### config.mk
export PLATFORM = sky130hd
export DESIGN_NAME = smx_window
export DESIGN_NICKNAME = d
export VERILOG_FILES = /design/src/hw/rtl/smx_pkg.sv /design/src/hw/rtl/smx_window.sv
export SDC_FILE = /design/constraint.sdc
export NUM_CORES = 1
export LEC_CHECK = 0
export ABC_AREA = 1
export BUFFER_PORTS_ARGS = -buffer_cell sky130_fd_sc_hd__buf_2
export CAP_MARGIN = 20
export CORE_ASPECT_RATIO = 0.5
export CORE_MARGIN = 5
export CORE_UTILIZATION = 55
export CTS_BUF_LIST = sky130_fd_sc_hd__clkbuf_8
export DETAILED_ROUTE_END_ITERATION = 10
export GPL_ROUTABILITY_DRIVEN = 0
export PLACE_DENSITY = 0.77
export SLEW_MARGIN = 0
export SYNTH_ARGS = -nofsm -noshare
export SYNTH_HDL_FRONTEND = slang
export SYNTH_SLANG_ARGS = --single-unit
### constraint.sdc
create_clock -name clk -period 4.1 [get_ports clk]
set_input_delay 0.41 -clock clk [delete_from_list [all_inputs] [get_ports clk]]
set_output_delay 0.41 -clock clk [all_outputs]
set_load 0.005 [all_outputs]
### src/hw/rtl/smx_pkg.sv
`timescale 1ns / 1ps
// ----------------------------------------------------------------------------
// smx_pkg
// Types and constants shared by the smoothed maximum search block.
// ----------------------------------------------------------------------------
package smx_pkg;

    localparam int MAX_WIDTH  = 1024;
    localparam int MAX_HEIGHT = 1024;
    localparam int MIN_DIM    = 3;
    localparam int PIXEL_W    = 16;
    localparam int CSUM_W     = PIXEL_W + 2;
    localparam int SUM_W      = 20;
    localparam int COORD_W    = 10;
    localparam int ADDR_W     = $clog2(MAX_WIDTH);
    localparam int SLICE_W    = 8;
    localparam int POS_W      = SLICE_W + 1;
    localparam int DIM_W      = 11;
    localparam int CFG_IDX_W  = 1;

    // Configuration register indexes.
    localparam logic [CFG_IDX_W-1:0] REG_IMAGE_WIDTH  = 1'b0;
    localparam logic [CFG_IDX_W-1:0] REG_IMAGE_HEIGHT = 1'b1;

    typedef logic signed [PIXEL_W-1:0] pixel_t;
    typedef logic signed [CSUM_W-1:0]  csum_t;
    typedef logic signed [SUM_W-1:0]   sum_t;

    typedef struct packed {
        logic signed [PIXEL_W-1:0] pixel;
        logic [SLICE_W-1:0]        plane_number;
        logic [SLICE_W-1:0]        frame_number;
        logic                      end_of_image;
    } pix_item_t;

    typedef struct packed {
        logic signed [SUM_W-1:0] max_sum;
        logic [COORD_W-1:0]      max_column;
        logic [COORD_W-1:0]      max_row;
        logic [POS_W-1:0]        max_plane;
        logic [POS_W-1:0]        max_frame;
    } res_item_t;

    // Position and flags of one item as it moves down the pipeline.
    typedef struct packed {
        logic               valid;
        logic               eoi;
        logic               window;
        logic [COORD_W-1:0] col;
        logic [COORD_W-1:0] row;
        logic [POS_W-1:0]   plane;
        logic [POS_W-1:0]   frame;
    } stage_ctl_t;

endpackage

### src/hw/rtl/smx_window.sv
`timescale 1ns / 1ps
// ----------------------------------------------------------------------------
// smx_window
// 3x3 window kept as column sums, and the weighted window sum stage.
// ----------------------------------------------------------------------------
module smx_window (
    input  logic                clk,
    input  logic                rst_n,
    input  logic                en,
    input  smx_pkg::stage_ctl_t s1_ctl,
    input  smx_pkg::pixel_t     s1_pixel,
    input  smx_pkg::pixel_t     rd_upper,
    input  smx_pkg::pixel_t     rd_middle,
    output smx_pkg::stage_ctl_t s3_ctl,
    output smx_pkg::sum_t       s3_sum
);

    smx_pkg::csum_t      cs0_reg, cs1_reg, cs2_reg;
    smx_pkg::pixel_t     mc1_reg, mc2_reg;
    smx_pkg::stage_ctl_t s2_ctl_reg, s3_ctl_reg;
    smx_pkg::sum_t       s3_sum_reg;
    smx_pkg::csum_t      col_sum;
    smx_pkg::sum_t       win_sum;

    assign col_sum = smx_pkg::csum_t'(rd_upper) + smx_pkg::csum_t'(rd_middle)
                   + smx_pkg::csum_t'(s1_pixel);

    // All nine pixels plus the center once more.
    assign win_sum = smx_pkg::sum_t'(cs0_reg) + smx_pkg::sum_t'(cs1_reg)
                   + smx_pkg::sum_t'(cs2_reg) + smx_pkg::sum_t'(mc1_reg);

    always_ff @(posedge clk or negedge rst_n)
    begin
        if (!rst_n)
        begin
            cs0_reg    <= '0;
            cs1_reg    <= '0;
            cs2_reg    <= '0;
            mc1_reg    <= '0;
            mc2_reg    <= '0;
            s2_ctl_reg <= '0;
            s3_ctl_reg <= '0;
        end
        else if (en)
        begin
            if (s1_ctl.valid)
            begin
                cs0_reg <= cs1_reg;
                cs1_reg <= cs2_reg;
                cs2_reg <= col_sum;
                mc1_reg <= mc2_reg;
                mc2_reg <= rd_middle;
            end
            s2_ctl_reg <= s1_ctl;
            s3_ctl_reg <= s2_ctl_reg;
        end
    end

    always_ff @(posedge clk)
    begin
        if (en)
        begin
            s3_sum_reg <= win_sum;
        end
    end

    assign s3_ctl = s3_ctl_reg;
    assign s3_sum = s3_sum_reg;

endmodule

==> reports/summary.txt <==
GR Util All Layers -> 19.4%
Die Y -> 106 microns
largest net degree at the start of global routing -> 113
DP Wirelength -> 15,000 microns
period utilisation layout -> 75.1%
Initial Util -> 55.5%
slowest stage delay, CP -> 0.53 ns
crit path max-delay cell type -> fa_1
Nets -> 1,489
flop2flop setup slack -> 1.02 ns
ANT cells -> 0
P_leak -> 6.03 nW
Reg2Reg Launch Point -> cs0_reg[1]
startpoint of the lowest-slack hold path -> s1_ctl[38]
FFs w/ async S/R, synth -> 89.4%
1st-pass router iterations -> 5
FF+latch count, synth -> 188
Final Skew -> 0.0215 ns
Routed WL per cell -> 12.9 microns
IO Pins -> 153
multiplexer share of the synthesized area -> 0%
critical path class -> reg2reg
fmax -> 325 MHz
sequence of cells on the critical path -> inv_1, fa_1, inv_1, fa_1, ha_1, inv_1, fa_1, nor2_1, nor2_1, o21ai_2, nand2_1, nand3_1, nand2_1
P per Cell Area -> 679 nW/um^2
sequential cell area fraction in the yosys report -> 47.4%
hold endpoint -> s2_ctl_reg[38]
Synth Flop Type -> dfrtp_1
Filler cells -> 1,523
WP data arrival -> 3.28 ns
YS warnings -> 0
Compound-Gate Fraction of Synth Area -> 8.61%
synth-to-layout area growth -> 12.9%
layout cells sized above 1 -> 15.3%
residual DRC count -> 0
final wirelength -> 20,200 microns
CTS tree -> yes
xor and xnor fraction of the mapped netlist area -> 1.21%
Port Buffers -> 152
Vias -> 7,629
R2R Path End -> s3_sum[13]
syn_area_per_cell -> 8.68 sq um
post-synth top area cell -> dfrtp_1
setup TNS -> 0 ns
Num CTS Buffers -> 17
min Tclk post-route -> 3.08 ns
total power -> 7.78 mW
crit start category -> flop
list of most frequent post-synthesis cells -> nand2_1 (325), inv_1 (211), dfrtp_1 (168)
Root Buffer -> clkbuf_8
# setup viols final -> 0
Final Hold Viols -> 0
Setup Buffers After CTS -> 0
H-tree levels -> 4
hold depth -> 3
clock slew at reported path FFs -> 0.10 ns
post-route ant nets -> 0
Iter 0 DRT Violations -> 600
global-route wire length before repair -> 34,500 microns
Cells after Synth -> 1,168
vias in the first global route -> 7,449
vias per cell -> 4.89
main combinational cell family by area after synthesis -> simple AND/OR/NAND/NOR gates
Synth cell types -> 34
FP Rows -> 35
grt total ovfl -> 0
max-cap viol count -> 0
crit-path max FO -> 3
Post-synth EDFFs -> 20
peak supply drop -> 0.369 mV
Adder-Cell Fraction of Synth Area -> 15.0%
run status -> finished clean
die footprint -> 21,400 sq um
count leader, synth -> nand2_1
actual slew at the worst max-slew pin -> 0.973 ns
Slew headroom -> 35.1%
Area contributors post-synth -> dfrtp_1 (41%), nand2_1 (12%), fa_1 (11%), inv_1 (7.8%), edfxtp_1 (5.9%)
top cell type's share of synthesized area -> 41.5%
Reg2Reg Depth -> 13
initial antenna violation count -> 0
Critical Path RT -> 4.30 ns
Clock Latency Late Sink -> 0.46 ns
RSZ-0062 raised after global routing -> no
Max Slew Vio Count -> 0
core box area -> 18,300 sq um
Hold WC Path Type -> in2reg
clk sinks -> 188
Synth Area in Simple Gates -> 18.2%
die width -> 202 microns
maximum clock path buffer count -> 2
Net Count, Synth -> 1,349
mapped cell area -> 10,100 sq um
Worst setup EP type -> flop
-- through the flow --
step | hold slack, ns | worst slack [ns] | util [%] | cell area [sq um] | cells
final | 0.163 | 1.02 | 62.7 | 11500 | 1560
after global routing | 0.127 | 0.794 | 62.7 | 11500 | 1560
after CTS | 0.118 | 1.02 | 62.5 | 11400 | 1558
after detailed placement | 0.460 | 1.04 | 60.6 | 11100 | 1527
after global placement | 0.451 | 1.14 | 60.6 | 11100 | 1527
after floorplan | 0.114 | 1.25 | - | 10100 | 1168
-- worst max-delay path: cells and delay by family (launching register included) --
kind	cells	cell delay (ns)
AO/OA/AOI/OAI	1	0.18
AND/OR/NAND/NOR	5	0.45
adder cells (fa/ha/maj)	4	1.64
flip-flops	1	0.36
buffers and inverters	3	0.19
-- layout make-up --
type                            instances  area, sq um  share of cell area (%)
Clock inverter                         14          111                   0.972
Inverter                              213          800                    6.98
Tap cell                              240          300                    2.62
Sequential cell                       188         4800                    42.0
Clock buffer                           17          234                    2.04
Multi-Input combinational cell        731         4360                    38.1
Timing Repair Buffer                  157          842                    7.35
-- power breakdown --
part / leakage (nW) / switching [mW] / internal (mW) / total [mW]
Clock: 0.177 / 0.693 / 0.431 / 1.12
Sequential: 2.25 / 0.153 / 2.43 / 2.58
Combinational: 3.61 / 2.53 / 1.54 / 4.07
Total: 6.03 / 3.38 / 4.40 / 7.78
-- how the worst max path moves through the flow --
stage,start,to,slack (ns),cells after the start
floorplan,cs0_reg[1],s3_sum[17],1.25,13
global placement,cs0_reg[1],s3_sum[17],1.14,13
detailed placement,cs0_reg[1],s3_sum[13],1.04,13
CTS,cs0_reg[1],s3_sum[13],1.02,13
global route,cs0_reg[1],s3_sum[13],0.79,13
finish,cs0_reg[1],s3_sum[13],1.02,13
-- layout by cell type (no fill, tap or decap), types with 2 or more instances in the layout --
cell type	count
nor2_2	2
nand3_2	3
ha_1	35
inv_1	213
o21ai_0	99
clkinvlp_4	3
nand3_1	32
o21ai_1	5
nand2_2	7
inv_6	5
o21bai_1	2
nor3_1	6
xor2_1	8
nand3b_1	3
or2_1	2
nor4_1	2
dfrtp_1	168
buf_2	150
clkbuf_8	17
inv_8	2
buf_4	3
nand2_1	325
edfxtp_1	20
nor2_1	70
xnor2_1	6
a21oi_1	63
fa_1	54
-- timing repair --
item	in CTS	in global routing
hold buffers	0	1
resized for setup	0	0
hold endpoints to repair	0	28
-- cells by family (layout without fill, tap and decap cells) --
logic type | after synthesis | after routing
xor+xnor | 14 | 14
fa+ha+maj | 89 | 89
simple gates | 456 | 456
compound gates | 172 | 172
flops | 188 | 188
buf+inv | 249 | 401
-- routing by layer --
metal | wire, microns | GRT usage [%] | vias up | part of all wire [%]
met4 | 167 | 4.43 | 0 | 0.83
li1 | - | - | 3861 | -
met3 | 869 | 3.54 | 16 | 4.3
met5 | 0 | 0 | - | 0
met2 | 9020 | 30.6 | 151 | 45
met1 | 10100 | 28.3 | 3601 | 50
(Power assumes the default switching activity.)
