File: src/hw/rtl/smx_pkg.sv
`timescale 1ns / 1ps
// ----------------------------------------------------------------------------
// smx_pkg
// Types and constants shared by the smoothed maximum search block.
// ----------------------------------------------------------------------------
package smx_pkg;

    localparam int MAX_WIDTH  = 1024;
    localparam int MAX_HEIGHT = 1024;
    localparam int MIN_DIM    = 3;
    localparam int PIXEL_W    = 16;
    localparam int CSUM_W     = PIXEL_W + 2;
    localparam int SUM_W      = 20;
    localparam int COORD_W    = 10;
    localparam int ADDR_W     = $clog2(MAX_WIDTH);
    localparam int SLICE_W    = 8;
    localparam int POS_W      = SLICE_W + 1;
    localparam int DIM_W      = 11;
    localparam int CFG_IDX_W  = 1;

    // Configuration register indexes.
    localparam logic [CFG_IDX_W-1:0] REG_IMAGE_WIDTH  = 1'b0;
    localparam logic [CFG_IDX_W-1:0] REG_IMAGE_HEIGHT = 1'b1;

    typedef logic signed [PIXEL_W-1:0] pixel_t;
    typedef logic signed [CSUM_W-1:0]  csum_t;
    typedef logic signed [SUM_W-1:0]   sum_t;

    typedef struct packed {
        logic signed [PIXEL_W-1:0] pixel;
        logic [SLICE_W-1:0]        plane_number;
        logic [SLICE_W-1:0]        frame_number;
        logic                      end_of_image;
    } pix_item_t;

    typedef struct packed {
        logic signed [SUM_W-1:0] max_sum;
        logic [COORD_W-1:0]      max_column;
        logic [COORD_W-1:0]      max_row;
        logic [POS_W-1:0]        max_plane;
        logic [POS_W-1:0]        max_frame;
    } res_item_t;

    // Position and flags of one item as it moves down the pipeline.
    typedef struct packed {
        logic               valid;
        logic               eoi;
        logic               window;
        logic [COORD_W-1:0] col;
        logic [COORD_W-1:0] row;
        logic [POS_W-1:0]   plane;
        logic [POS_W-1:0]   frame;
    } stage_ctl_t;

endpackage

File: src/hw/rtl/smx_best_track.sv
`timescale 1ns / 1ps
// ----------------------------------------------------------------------------
// smx_best_track
// Running maximum with position, and the result register.
// ----------------------------------------------------------------------------
module smx_best_track (
    input  logic                clk,
    input  logic                rst_n,
    input  logic                en,
    input  smx_pkg::stage_ctl_t s3_ctl,
    input  smx_pkg::sum_t       s3_sum,
    input  logic                res_ready,
    output logic                res_valid,
    output smx_pkg::res_item_t  res_data
);

    smx_pkg::sum_t                  best_sum_reg;
    logic [smx_pkg::COORD_W-1:0]    best_col_reg, best_row_reg;
    logic [smx_pkg::POS_W-1:0]      best_plane_reg, best_frame_reg;
    logic                           found_reg;
    logic                           res_valid_reg;
    smx_pkg::res_item_t             res_data_reg;

    logic               earlier;
    logic               take;
    smx_pkg::res_item_t best_next;

    always_comb
    begin
        if (s3_ctl.plane != best_plane_reg)
            earlier = s3_ctl.plane < best_plane_reg;
        else if (s3_ctl.row != best_row_reg)
            earlier = s3_ctl.row < best_row_reg;
        else if (s3_ctl.col != best_col_reg)
            earlier = s3_ctl.col < best_col_reg;
        else
            earlier = s3_ctl.frame < best_frame_reg;
    end

    assign take = s3_ctl.valid && s3_ctl.window
               && (!found_reg || (s3_sum > best_sum_reg)
                   || ((s3_sum == best_sum_reg) && earlier));

    always_comb
    begin
        if (take)
        begin
            best_next.max_sum    = s3_sum;
            best_next.max_column = s3_ctl.col;
            best_next.max_row    = s3_ctl.row;
            best_next.max_plane  = s3_ctl.plane;
            best_next.max_frame  = s3_ctl.frame;
        end
        else
        begin
            best_next.max_sum    = best_sum_reg;
            best_next.max_column = best_col_reg;
            best_next.max_row    = best_row_reg;
            best_next.max_plane  = best_plane_reg;
            best_next.max_frame  = best_frame_reg;
        end
    end

    always_ff @(posedge clk or negedge rst_n)
    begin
        if (!rst_n)
        begin
            best_sum_reg   <= '0;
            best_col_reg   <= smx_pkg::COORD_W'(1);
            best_row_reg   <= smx_pkg::COORD_W'(1);
            best_plane_reg <= smx_pkg::POS_W'(1);
            best_frame_reg <= smx_pkg::POS_W'(1);
            found_reg      <= 1'b0;
            res_valid_reg  <= 1'b0;
        end
        else
        begin
            // The result register holds its item until taken, apart from the pipeline.
            if (en && s3_ctl.valid && s3_ctl.eoi)
                res_valid_reg <= 1'b1;
            else if (res_ready)
                res_valid_reg <= 1'b0;

            if (en)
            begin
                if (s3_ctl.valid && s3_ctl.eoi)
                begin
                    // The search starts over after each image.
                    best_sum_reg   <= '0;
                    best_col_reg   <= smx_pkg::COORD_W'(1);
                    best_row_reg   <= smx_pkg::COORD_W'(1);
                    best_plane_reg <= smx_pkg::POS_W'(1);
                    best_frame_reg <= smx_pkg::POS_W'(1);
                    found_reg      <= 1'b0;
                end
                else if (take)
                begin
                    best_sum_reg   <= best_next.max_sum;
                    best_col_reg   <= best_next.max_column;
                    best_row_reg   <= best_next.max_row;
                    best_plane_reg <= best_next.max_plane;
                    best_frame_reg <= best_next.max_frame;
                    found_reg      <= 1'b1;
                end
            end
        end
    end

    always_ff @(posedge clk)
    begin
        if (en && s3_ctl.valid && s3_ctl.eoi)
        begin
            res_data_reg <= best_next;
        end
    end

    assign res_valid = res_valid_reg;
    assign res_data  = res_data_reg;

endmodule

File: config.mk
export PLATFORM = sky130hd
export DESIGN_NAME = smx_best_track
export DESIGN_NICKNAME = d
export VERILOG_FILES = /design/src/hw/rtl/smx_pkg.sv /design/src/hw/rtl/smx_best_track.sv
export SDC_FILE = /design/constraint.sdc
export NUM_CORES = 1
export LEC_CHECK = 0
export ABC_AREA = 1
export BUFFER_PORTS_ARGS = -buffer_cell sky130_fd_sc_hd__buf_2
export CORE_MARGIN = 1.5
export CORE_UTILIZATION = 35
export DETAILED_ROUTE_END_ITERATION = 10
export GPL_TIMING_DRIVEN = 0
export SETUP_SLACK_MARGIN = 0.1
export SKIP_LAST_GASP = 1
export SLEW_MARGIN = 20
export SYNTH_ARGS = -nofsm -noshare
export SYNTH_HDL_FRONTEND = slang
export SYNTH_SLANG_ARGS = --single-unit
File: constraint.sdc
create_clock -name clk -period 3.8 [get_ports clk]
set_clock_uncertainty 0.15 [all_clocks]
set_input_delay 0.76 -clock clk [delete_from_list [all_inputs] [get_ports clk]]
set_output_delay 0.76 -clock clk [all_outputs]
set_load 0.005 [all_outputs]
==> results.ini <==
[power_and_ir_drop]
p_leak_nw=4.12
power.switching_mw=0.978
comb_power_share_pct=15.9
p_per_area_nw_per_um2=440
power_frac_clock_pct=42.7
p_total_mw=3.58
internal_power_mw=2.60
switching_share_pct=27.4
ir_drop_mv=0.303
power_frac_seq_pct=41.4

[critical_path]
crit_family=simple AND/OR/NAND/NOR gates
critPathRequiredTime_ns=4.00
path_common_cell=nand2_1
timing.critical_path.cells=buf_2 > ha_1 > nand2_1 > nor2_2 > nand2_1 > nor2_2 > nand4_1 > a21oi_1 > nand2_1 > nand3_4 > nand4_2 > inv_2 > buf_4 > nand2_1 > nand2_1
cp-startpoint=s3_sum[19]
cp-endpoint=best_sum_reg[19]
end_kind=flop
timing.critical_path.buf_inv=3
crit_path_start_kind=primary input
reg2reg_depth=15
cp.arrival_ns=3.16
rr_endpoint=best_sum_reg[19]
path_max_fanout=10
critical_path_class=in2reg
regToRegStartpoint=best_sum_reg[19]
cpPeakStageDelay_ns=0.33
cp.depth=15
slowest_stage=ha_1
reg2reg_setup_slack_ns=0.89

[global_route]
grt_overflow_total=0
first_global_vias=5409
grt_max_degree=43
antenna_found_initial=1
grt.total_usage_pct=18.3
grt_pass1_wl_um=27800

[yosys]
synth.distinct_cells=25
synthDominantCellAreaShare_pct=26.3
netlist_top_cells_area=edfxtp_1 (26%), dfrtp_1 (21%), nand2_1 (17%)
synth_most_common_cell=nand2_1
synthArstFlopShare_pct=50.8
ys_seq_area_share_pct=49.1
yosys.area.top_type=edfxtp_1
synthesis.nets=919
syn_area_per_cell_um2=8.30
synth.yosys.warnings=0
synth_edf_count=58
synth_common_cells=nand2_1 (303), nand3_1 (127), inv_1 (89)
synth_area_um2=6610
synthFlopType=edfxtp_1
synth_cells=797
ys_ff_latch=118

[floorplanning]
die_h_um=140
start_util_pct=35.5
io_pins=124
fp.dieW_um=140
core_area_um2=18600
placementRows=50
die_area_um2=19700

[timing]
max-slew-margin-rel_pct=53.5
whs_ns=0.0820
max_clock_freq_mhz=338
hold_violations=0
setup_viol_count_final=0
finalCritPeriodShare_pct=77.9
setup_tns_ns=0
fin_ws_ns=0.841
drv_slew=0
finalCriticalPeriod_ns=2.96
worstMarginPinSlew_ns=0.698
rsz0062_at_grt=no

[run]
maxCapViolCount=0

[clock_network]
clkTransAtPathRegs_ns=0.05
cts_resized=0
post-cts-setup-buffers=0
cts_max_level=4
cts_num_sinks=118
clk_path_buf_depth=2
tritoncts=yes
cts_hold_buffers=0
clk_latency_ns=0.42
cts_root_buf=clkbuf_16
cts_buffers=17

[finish]
largest_reg_flops=58
synthToLayoutAreaGrowth_pct=23.0
drive_gt1_share_pct=19.2
design_area_um2=8130
finish.net_count=1063

[worst_hold_path]
hold_path_class=in2async

[placement]
gp_congestion=0.802
dpl_cell_area_um2=7580
dp_hpwl_um=12000
portBuffers=123
post-place-ws_ns=0.395

[run_status]
status=finished clean

[drt]
wl_per_cell_um=14.3
drt_iter0_markers=430
drtAntennaViolNets=0
vias_per_cell=4.68
firstDrtPassIters=5
drt_wl_total_um=17100
drcViolationCount=0
vias=5567

==> cell usage in the layout, fill, tap and decap left out, types with 2 or more instances in the layout <==
| master | count |
|---|---|
| a21o_1 | 4 |
| a21oi_1 | 16 |
| buf_1 | 4 |
| buf_16 | 2 |
| buf_2 | 133 |
| buf_4 | 8 |
| buf_6 | 4 |
| bufinv_16 | 2 |
| clkbuf_1 | 12 |
| clkbuf_16 | 17 |
| clkinv_1 | 5 |
| clkinv_2 | 4 |
| dfrtp_1 | 56 |
| dfstp_2 | 4 |
| diode_2 | 2 |
| edfxtp_1 | 58 |
| ha_1 | 57 |
| inv_1 | 88 |
| nand2_1 | 303 |
| nand3_1 | 127 |
| nand4_1 | 4 |
| nor2_1 | 32 |
| nor2_2 | 2 |
| o21ai_0 | 3 |
==> power groups by stage <==
| stage | logic (mW) | clock network [mW] | registers, mW |
|---|---|---|---|
| after global routing | 0.660 | 1.62 | 1.49 |
| after detailed placement | 0.571 | 0 | 1.50 |
| final | 0.568 | 1.53 | 1.48 |
| after global placement | 0.557 | 0 | 1.50 |
| after floorplan | 0.363 | 0 | 1.50 |
| after CTS | 0.575 | 1.56 | 1.48 |
==> metal layers <==
| metal | wire [um] | up-vias | global-route usage (%) |
|---|---|---|---|
| li1 | - | 2875 | - |
| met4 | 288 | 0 | 6.48 |
| met1 | 8220 | 2552 | 24.9 |
| met5 | 0 | - | 0 |
| met2 | 7790 | 118 | 28.8 |
| met3 | 763 | 22 | 3.90 |
==> cell families (layout without fill, tap and decap cells) <==
group                    count (synthesis)  in the layout  synth area share [%]
other                                    0              2                     0
AO/OA/AOI/OAI                           24             24                  2.01
AND/OR/NAND/NOR                        472            472                  29.9
flip-flops                             118            118                  49.1
buffers and inverters                  126            283                  8.21
adder cells (fa/ha/maj)                 57             57                  10.8
==> worst min-delay path by stage <==
stage | startpoint | to | slack [ns] | depth (start not counted)
2_1_floorplan | rst_n | best_col_reg[1] | 0.31 | 0
3_3_place_gp | best_col_reg[0] | best_col_reg[0] | 0.35 | 2
3_5_place_dp | best_col_reg[0] | best_col_reg[0] | 0.36 | 2
4_1_cts | rst_n | res_valid | 0.08 | 1
5_1_grt | rst_n | res_valid | 0.09 | 1
6_report | rst_n | res_valid | 0.08 | 1
==> area by class of cell <==
cell class                 instances  area (um^2)
fill                            1873        10500
clock inverter                    12          111
clock buffer                      20          437
sequential                       118         3250
timing repair buffer             125          673
inverter                          91          344
antenna                            2         5.00
multi-input combinational        553         2820
tap                              234          293
buffer                            35          201
==> per-stage QoR <==
stage	instances	util [%]
2_1_floorplan	797	-
3_3_place_gp	1154	40.3
3_5_place_dp	1156	40.7
4_1_cts	1188	43.6
5_1_grt	1189	43.6
6_report	1190	43.6
No activity file was read; power rests on OpenSTA's default activity.
